--- config.mk ---
export PLATFORM = sky130hd
export DESIGN_NAME = timed_threshold_alarm_monitor
export DESIGN_NICKNAME = d
export VERILOG_FILES = /design/src/rtl/core/tta_pkg.sv /design/src/rtl/core/tta_level.sv /design/src/rtl/core/tta_volt.sv /design/src/rtl/core/timed_threshold_alarm_monitor.sv
export SDC_FILE = /design/constraint.sdc
export NUM_CORES = 2
export LEC_CHECK = 0
export ABC_AREA = 1
export ABC_CLOCK_PERIOD_IN_PS = 10500
export BUFFER_PORTS_ARGS = -buffer_cell sky130_fd_sc_hd__buf_4
export CORE_MARGIN = 2
export CORE_UTILIZATION = 45
export DETAILED_ROUTE_END_ITERATION = 7
export SYNTH_ARGS = -nofsm -noshare
export SYNTH_HDL_FRONTEND = slang
export SYNTH_SLANG_ARGS = --single-unit
--- constraint.sdc ---
create_clock -name clk -period 10.5 [get_ports clk]
set_clock_uncertainty 0.15 [all_clocks]
set_input_delay 1.05 -clock clk [delete_from_list [all_inputs] [get_ports clk]]
set_output_delay 1.05 -clock clk [all_outputs]
set_load 0.01 [all_outputs]
--- src/rtl/core/tta_pkg.sv ---
// Shared types, constants and helpers for the timed threshold alarm monitor.
// No dependencies; used by every module under rtl/core.
package tta_pkg;

  // Current level count supported by the register layout
  localparam int MAX_LEVELS       = 4;
  localparam int NUM_LEVELS_DEF   = 4;

  localparam int FIELD_W          = 16;
  localparam int TIMER_W          = 32;
  localparam int CFG_W            = 64;
  localparam int CFG_INDEX_W      = 2;
  localparam int WORD_W           = 6;

  // Alarm word layout
  localparam int BIT_LOW_V        = 4;
  localparam int BIT_NORM_V       = 5;

  // Configuration register indexes
  typedef enum logic [CFG_INDEX_W-1:0] {
    REG_CURRENT_LIMITS = 2'd0,
    REG_CURRENT_DELAYS = 2'd1,
    REG_VOLTAGE_LIMITS = 2'd2,
    REG_VOLTAGE_DELAYS = 2'd3
  } cfg_reg_t;

  // Per-transaction control handed from the top level to the update units
  typedef struct packed {
    logic sample;
    logic clear;
  } step_t;

  // Add elapsed time to a timer, saturating at all ones
  function automatic logic [TIMER_W-1:0] sat_add(input logic [TIMER_W-1:0] t,
                                                 input logic [FIELD_W-1:0] ms);
    logic [TIMER_W:0] s;
    s = {1'b0, t} + {{(TIMER_W+1-FIELD_W){1'b0}}, ms};
    return s[TIMER_W] ? {TIMER_W{1'b1}} : s[TIMER_W-1:0];
  endfunction

endpackage

--- src/rtl/core/tta_level.sv ---
// One current level: persistence timer and alarm bit.
// Depends on tta_pkg (types, widths, sat_add).
module tta_level (
  input  logic                          clk,
  input  logic                          rst,
  input  tta_pkg::step_t                ctl,
  input  logic [tta_pkg::FIELD_W-1:0]   limit,
  input  logic [tta_pkg::FIELD_W-1:0]   delay,
  input  logic [tta_pkg::FIELD_W-1:0]   current,
  input  logic [tta_pkg::FIELD_W-1:0]   elapsed,
  output logic                          alarm_next
);

  logic [tta_pkg::TIMER_W-1:0] timer;
  logic [tta_pkg::TIMER_W-1:0] timer_next;
  logic [tta_pkg::TIMER_W-1:0] timer_add;
  logic                        alarm;
  logic                        sample_bit;

  // Compare reading against threshold and advance or drop the timer
  always_comb begin
    timer_add  = tta_pkg::sat_add(timer, elapsed);
    timer_next = timer;
    sample_bit = alarm;
    if (limit != '0) begin
      if (current > limit) begin
        timer_next = timer_add;
        if (timer_add > {{(tta_pkg::TIMER_W-tta_pkg::FIELD_W){1'b0}}, delay}) begin
          sample_bit = 1'b1;
        end
      end else begin
        timer_next = '0;
        sample_bit = 1'b0;
      end
    end
    alarm_next = ctl.clear ? 1'b0 : sample_bit;
  end

  // Hold timer and bit between transactions
  always_ff @(posedge clk) begin
    if (rst) begin
      timer <= '0;
      alarm <= 1'b0;
    end else if (ctl.sample) begin
      timer <= timer_next;
      alarm <= sample_bit;
    end else if (ctl.clear) begin
      alarm <= 1'b0;
    end
  end

endmodule

--- src/rtl/core/tta_volt.sv ---
// Low-voltage and normal-voltage alarms with mutually exclusive bits.
// Depends on tta_pkg (types, widths, sat_add).
module tta_volt (
  input  logic                          clk,
  input  logic                          rst,
  input  tta_pkg::step_t                ctl,
  input  logic [2*tta_pkg::FIELD_W-1:0] limits,
  input  logic [2*tta_pkg::FIELD_W-1:0] delays,
  input  logic [tta_pkg::FIELD_W-1:0]   voltage,
  input  logic [tta_pkg::FIELD_W-1:0]   elapsed,
  output logic [1:0]                    alarm_next   // bit 0 low, bit 1 normal
);

  localparam int PadW = tta_pkg::TIMER_W - tta_pkg::FIELD_W;

  logic [tta_pkg::TIMER_W-1:0] low_timer;
  logic [tta_pkg::TIMER_W-1:0] norm_timer;
  logic [1:0]                  alarm;

  logic [tta_pkg::FIELD_W-1:0] low_lim, norm_lim, low_dly, norm_dly;
  logic                        low_hit, low_fire, norm_hit, norm_fire;
  logic [tta_pkg::TIMER_W-1:0] low_add, norm_add;
  logic [tta_pkg::TIMER_W-1:0] low_a, norm_a, low_timer_next, norm_timer_next;
  logic [1:0]                  alarm_a, sample_bits;

  always_comb begin
    low_lim  = limits[tta_pkg::FIELD_W-1:0];
    norm_lim = limits[2*tta_pkg::FIELD_W-1:tta_pkg::FIELD_W];
    low_dly  = delays[tta_pkg::FIELD_W-1:0];
    norm_dly = delays[2*tta_pkg::FIELD_W-1:tta_pkg::FIELD_W];

    // Low voltage first: advance its timer, fire once and drop the other timer
    low_hit  = (low_lim != '0) && (voltage < low_lim);
    low_add  = tta_pkg::sat_add(low_timer, elapsed);
    low_fire = low_hit && (low_add > {{PadW{1'b0}}, low_dly}) && !alarm[0];
    low_a    = low_hit ? low_add : low_timer;
    norm_a   = low_fire ? '0 : norm_timer;
    alarm_a  = low_fire ? 2'b01 : alarm;

    // Normal voltage second, so it wins when both fire
    norm_hit  = (norm_lim != '0) && (voltage >= norm_lim);
    norm_add  = tta_pkg::sat_add(norm_a, elapsed);
    norm_fire = norm_hit && (norm_add > {{PadW{1'b0}}, norm_dly}) && !alarm_a[1];
    norm_timer_next = norm_hit ? norm_add : norm_a;
    low_timer_next  = norm_fire ? '0 : low_a;
    sample_bits     = norm_fire ? 2'b10 : alarm_a;

    alarm_next = ctl.clear ? 2'b00 : sample_bits;
  end

  // Hold timers and bits between transactions
  always_ff @(posedge clk) begin
    if (rst) begin
      low_timer  <= '0;
      norm_timer <= '0;
      alarm      <= 2'b00;
    end else if (ctl.sample) begin
      low_timer  <= low_timer_next;
      norm_timer <= norm_timer_next;
      alarm      <= sample_bits;
    end else if (ctl.clear) begin
      alarm <= 2'b00;
    end
  end

endmodule

--- src/rtl/core/timed_threshold_alarm_monitor.sv ---
// Top level of the timed threshold alarm monitor: config registers, input and
// result registers, one tta_level per current level and the tta_volt unit.
// Depends on tta_pkg, tta_level and tta_volt.
//
// One transaction is accepted every clock while in_stall is low. A transaction
// lands in the input register, is evaluated from there against the timers and
// alarm bits once the sink is not holding a result, and its result is then
// captured in the result register, ready for the output handshake. The rate is
// set by the timer and alarm update, which feeds each transaction's state
// straight into the next. Configuration takes effect on the next evaluated
// transaction and should be written only while no transaction is in flight.
module timed_threshold_alarm_monitor #(
  parameter int NUM_LEVELS = tta_pkg::NUM_LEVELS_DEF
) (
  input  logic                              clk,
  input  logic                              rst,
  // configuration
  input  logic                              cfg_write,
  input  logic [tta_pkg::CFG_INDEX_W-1:0]   cfg_index,
  input  logic [tta_pkg::CFG_W-1:0]         cfg_data,
  // input channel
  input  logic                              in_valid,
  output logic                              in_stall,
  input  logic                              op,
  input  logic [tta_pkg::FIELD_W-1:0]       elapsed_ms,
  input  logic [tta_pkg::FIELD_W-1:0]       current_reading,
  input  logic [tta_pkg::FIELD_W-1:0]       voltage_reading,
  // output channel
  output logic                              out_valid,
  input  logic                              out_stall,
  output logic [tta_pkg::WORD_W-1:0]        alarm_word,
  output logic                              alarm_changed
);

  localparam int FW = tta_pkg::FIELD_W;

  logic [tta_pkg::CFG_W-1:0]   current_limits;
  logic [tta_pkg::CFG_W-1:0]   current_delays;
  logic [2*FW-1:0]             voltage_limits;
  logic [2*FW-1:0]             voltage_delays;

  logic                        s1_valid;
  logic                        s1_op;
  logic [FW-1:0]               s1_elapsed;
  logic [FW-1:0]               s1_current;
  logic [FW-1:0]               s1_voltage;
  logic                        s1_advance;

  tta_pkg::step_t              ctl;
  logic [tta_pkg::WORD_W-1:0]  word_next;
  logic [tta_pkg::WORD_W-1:0]  prev_word;
  logic [1:0]                  volt_next;

  // Write configuration registers
  always_ff @(posedge clk) begin
    if (rst) begin
      current_limits <= '0;
      current_delays <= '0;
      voltage_limits <= '0;
      voltage_delays <= '0;
    end else if (cfg_write) begin
      unique case (tta_pkg::cfg_reg_t'(cfg_index))
        tta_pkg::REG_CURRENT_LIMITS: current_limits <= cfg_data;
        tta_pkg::REG_CURRENT_DELAYS: current_delays <= cfg_data;
        tta_pkg::REG_VOLTAGE_LIMITS: voltage_limits <= cfg_data[2*FW-1:0];
        tta_pkg::REG_VOLTAGE_DELAYS: voltage_delays <= cfg_data[2*FW-1:0];
        default: ;
      endcase
    end
  end

  // Handshake: input stage moves on unless a result is held by the sink
  assign s1_advance = s1_valid && !(out_valid && out_stall);
  assign in_stall   = s1_valid && out_valid && out_stall;

  always_ff @(posedge clk) begin
    if (rst) begin
      s1_valid <= 1'b0;
    end else if (!in_stall) begin
      s1_valid <= in_valid;
    end
  end

  always_ff @(posedge clk) begin
    if (in_valid && !in_stall) begin
      s1_op      <= op;
      s1_elapsed <= elapsed_ms;
      s1_current <= current_reading;
      s1_voltage <= voltage_reading;
    end
  end

  assign ctl.sample = s1_advance && !s1_op;
  assign ctl.clear  = s1_advance && s1_op;

  // Current levels; unused levels stay clear
  for (genvar k = 0; k < tta_pkg::MAX_LEVELS; k++) begin : g_level
    if (k < NUM_LEVELS) begin : g_on
      tta_level u_level (
        .clk        (clk),
        .rst        (rst),
        .ctl        (ctl),
        .limit      (current_limits[FW*k +: FW]),
        .delay      (current_delays[FW*k +: FW]),
        .current    (s1_current),
        .elapsed    (s1_elapsed),
        .alarm_next (word_next[k])
      );
    end else begin : g_off
      assign word_next[k] = 1'b0;
    end
  end

  tta_volt u_volt (
    .clk        (clk),
    .rst        (rst),
    .ctl        (ctl),
    .limits     (voltage_limits),
    .delays     (voltage_delays),
    .voltage    (s1_voltage),
    .elapsed    (s1_elapsed),
    .alarm_next (volt_next)
  );

  assign word_next[tta_pkg::BIT_LOW_V]  = volt_next[0];
  assign word_next[tta_pkg::BIT_NORM_V] = volt_next[1];

  // Result register; previous word advances only on samples
  always_ff @(posedge clk) begin
    if (rst) begin
      out_valid <= 1'b0;
      prev_word <= '0;
    end else if (s1_advance) begin
      out_valid <= 1'b1;
      if (!s1_op) begin
        prev_word <= word_next;
      end
    end else if (!out_stall) begin
      out_valid <= 1'b0;
    end
  end

  always_ff @(posedge clk) begin
    if (s1_advance) begin
      alarm_word    <= word_next;
      alarm_changed <= !s1_op && (word_next != prev_word);
    end
  end

endmodule
==> flow_metrics.tcl <==
set metrics [dict create \
    setup_repair_after_global_routing_missed_its_margin "false" \
    synth_warnings 0 \
    postSynthRegisterBits 454 \
    worstSetupStartpointType "flop" \
    worst_setup_path_end_kind "flop" \
    timing.critical_path.max_delay_family "simple AND/OR/NAND/NOR gates" \
    synthCells 4204 \
    wl_um 91020 \
    place.gp.congestion 0.9578 \
    slew-limit-headroom_pct 24.26 \
    timing.setup.tns_ns 0 \
    worst-endpoint-arrival_ns 9.72 \
    power_per_cell_area_nw_per_um2 145.8 \
    post-route-min-period_ns 9.518 \
    grt_start_max_net_pins 126 \
    die_area_um2 67000 \
    finalNetCount 4699 \
    floorplan.die.width_um 258.8 \
    achievable-frequency_ghz 0.1051 \
    initialDrtViolationCount 2049 \
    fp-row-count 93 \
    synth_area_um2 29220 \
    synth.lib_cells_used.distinct 54 \
    worst_slew_pin_slew_ns 1.126 \
    yosys.area.top_type "sky130_fd_sc_hd__dfxtp_1" \
    ranking_of_synthesized_cells_by_area "sky130_fd_sc_hd__dfxtp_1 (27%), sky130_fd_sc_hd__nand2_1 (12%), sky130_fd_sc_hd__ha_1 (12%), sky130_fd_sc_hd__a21oi_1 (9.4%), sky130_fd_sc_hd__inv_1 (6.6%)" \
    drt_pre_antenna_iters 7 \
    detail_route.drc_violations 0 \
    final_common_cell "sky130_fd_sc_hd__nand2_1" \
    critPathMaxFanout 32 \
    post-dp-hpwl_um 67780 \
    later_pin_clock_latency_in_the_skew_report_ns 0.63 \
    path_buf_inv 5 \
    status "completed" \
    layout.cells.non_filler 5187 \
    antenna_found_initial 5 \
    drv_cap 0 \
    syn2layout_area_growth_pct 12.60 \
    buffer_ports.inserted 128 \
    ctsRootBufferMaster "sky130_fd_sc_hd__clkbuf_16" \
    crit_path_max_incr_delay_ns 0.44 \
    final_min_period_over_clock_period_pct 90.65 \
    first_pass_grt_wire_length_um 143000 \
    worst_setup_hold_path_clk_slew_ns 0.06 \
    final_slew_violations 0 \
    tritoncts.num_buffers 53 \
    detailroute.via_count 27470 \
    tritoncts "done" \
    hp-class "flop to flop" \
    cts.htree.levels 2 \
    boundaryPins 129 \
    initial_utilization_pct 45.42 \
    fillCellCount 6480 \
    synth_area_per_cell_um2 6.952 \
    leakage_power_nw 14.22 \
    count_of_flip_flops_with_a_built_in_enable_after_synthesis 56 \
    setup_viol 0 \
    vdd.ir_drop.worst_mv 0.1391 \
    synth_fp_nets 4617 \
    cts-hold-fix-buffers 0 \
    synth_async_sr_flop_share_pct 0 \
    mostFrequentLayoutCells "sky130_fd_sc_hd__nand2_1 (961), sky130_fd_sc_hd__a21oi_1 (547), sky130_fd_sc_hd__inv_1 (506)" \
    standard_cell_core_area_um2 64350 \
    cts_num_sinks 454 \
    grt_pass1_vias 25580 \
    routedWlPerCell_um 17.55 \
    hold_fails_final_rpt 0 \
    crit_required_ns 10.70 \
    die_h_um 258.8 \
    drt.antenna.violating_nets 0 \
    timing.critical_path.slowest_stage_cell "sky130_fd_sc_hd__fa_1" \
    clk_path_buf_depth 3 \
    design_area_um2 32910 \
    netlist.area_leader.share_pct 27.26 \
    groute.usage.overall_pct 26.98 \
    worst-setup-path-type "flop to flop" \
    holdWs_ns 0.3116 \
    layout-drive-gt1-share_pct 8.176 \
    timing.critical_path.mode_cell "sky130_fd_sc_hd__nand2_1" \
    placement_stage_cell_area_um2 31030 \
    dominantRegCellSynth "sky130_fd_sc_hd__dfxtp_1" \
    synth.yosys.seq_area_share_pct 33.02 \
    dp.cells 5085 \
    overflow 0 \
    viasPerCell 5.296 \
]
[worst reg2reg max path, delay by kind of cell, from the launching register on]
kind                       cells  cell delay (ns)
DFF                            1             0.39
adders and majority gates      6             1.82
AOI/OAI and AO/OA             13             2.32
buffers and inverters          5             0.71
and+or+nand+nor               36             3.88
[final cells by class]
class	count	area, um2	share of cell area (%)
inverters	519	1956	5.943
clock buffers	67	1480	4.498
repair inverters	1	7.507	0.02281
flip-flops and latches	454	9649	29.32
clock inverters	32	376.6	1.144
multi-input cells	3086	17060	51.84
repair buffers	171	1304	3.962
well taps	855	1070	3.251
diodes	2	5.005	0.01521
[per-stage QoR]
step / power [W] / setup WS [ns] / util (%)
2_1_floorplan: 0.002552 / 1.259 / -
4_1_cts: 0.004832 / 0.6092 / 51.10
6_report: 0.004799 / 0.9817 / 51.14
3_3_place_gp: 0.002851 / 0.9045 / 48.22
3_5_place_dp: 0.002855 / 0.6893 / 48.22
5_1_grt: 0.005037 / 0.05945 / 51.13
[layer usage]
metal	vias to the layer above	share of wire [%]	track usage [%]
met3	120	5.2	3.091
met4	0	2.5	7.723
met1	12550	46	36.61
met5	-	0	0
li1	14180	-	-
met2	619	46	45.10
[Yosys cell counts, types with 2 or more instances]
library cell / count
sky130_fd_sc_hd__edfxtp_1: 56
sky130_fd_sc_hd__buf_1: 3
sky130_fd_sc_hd__buf_2: 3
sky130_fd_sc_hd__nand4_1: 66
sky130_fd_sc_hd__o21bai_1: 13
sky130_fd_sc_hd__xnor2_1: 24
sky130_fd_sc_hd__a21boi_1: 2
sky130_fd_sc_hd__buf_6: 2
sky130_fd_sc_hd__nand3b_1: 10
sky130_fd_sc_hd__nand2_2: 2
sky130_fd_sc_hd__o211ai_1: 7
sky130_fd_sc_hd__nor4_1: 30
sky130_fd_sc_hd__inv_1: 511
sky130_fd_sc_hd__xor2_1: 68
sky130_fd_sc_hd__buf_4: 8
sky130_fd_sc_hd__nand3_2: 5
sky130_fd_sc_hd__a21oi_1: 547
sky130_fd_sc_hd__a41oi_1: 2
sky130_fd_sc_hd__nor3_1: 46
sky130_fd_sc_hd__nand3_1: 194
sky130_fd_sc_hd__a211oi_1: 18
sky130_fd_sc_hd__o21a_1: 11
sky130_fd_sc_hd__and3_1: 3
sky130_fd_sc_hd__a31oi_1: 8
sky130_fd_sc_hd__or2_2: 60
sky130_fd_sc_hd__nor2_2: 3
sky130_fd_sc_hd__o21ai_1: 30
sky130_fd_sc_hd__nor2_1: 310
sky130_fd_sc_hd__ha_1: 287
sky130_fd_sc_hd__nand2_1: 962
sky130_fd_sc_hd__o31ai_1: 4
sky130_fd_sc_hd__a21boi_0: 9
sky130_fd_sc_hd__a21o_1: 12
sky130_fd_sc_hd__fa_1: 6
sky130_fd_sc_hd__a221oi_1: 2
sky130_fd_sc_hd__a32oi_1: 3
sky130_fd_sc_hd__clkbuf_1: 129
sky130_fd_sc_hd__a2111oi_0: 2
sky130_fd_sc_hd__dfxtp_1: 398
sky130_fd_sc_hd__inv_2: 4
sky130_fd_sc_hd__clkinv_1: 4
sky130_fd_sc_hd__o21ai_0: 316
sky130_fd_sc_hd__and2_1: 2
sky130_fd_sc_hd__nor3b_1: 4
sky130_fd_sc_hd__o221ai_1: 9
[cells by family after synthesis]
logic type | Yosys count | synth area share (%)
simple gates | 1698 | 24.60
compound gates | 1003 | 18.23
buf+inv | 664 | 8.695
flops | 454 | 33.02
fa+ha+maj | 293 | 12.70
xor+xnor | 92 | 2.757
[path summary, 6_finish.rpt]
check	startpoint	end	slack, ns	depth (start not counted)
min	current_delays[9]$_SDFFE_PP0P_	current_delays[9]$_SDFFE_PP0P_	0.31	2
max reg2reg	s1_elapsed[0]$_DFFE_PP_	alarm_changed$_DFFE_PP_	0.98	60
max	s1_elapsed[0]$_DFFE_PP_	alarm_changed$_DFFE_PP_	0.98	60
min reg2reg	current_delays[9]$_SDFFE_PP0P_	current_delays[9]$_SDFFE_PP0P_	0.31	2
[power by group]
| part | total, W | leakage (nW) | internal [W] | switching (W) |
|---|---|---|---|---|
| sequential | 0.00189 | 3.78 | 0.00184 | 0.0000535 |
| clock | 0.00197 | 0.906 | 0.00117 | 0.000800 |
| combinational | 0.000935 | 9.53 | 0.000335 | 0.000600 |
[timing repair]
| item | CTS | global route |
|---|---|---|
| gates resized for setup | 0 | 6 |
| setup endpoints to repair | 0 | 36 |
| setup buffers | 0 | 0 |
[registers in the layout, summed over array words and instances, names as in the netlist, 32 cells and up]
name                        cells
g_level.g_on.u_level.timer    128
current_delays                 64
current_limits                 64
u_volt.low_timer               32
u_volt.norm_timer              32
voltage_delays                 32
voltage_limits                 32
Power figures use the tool's default switching activity.
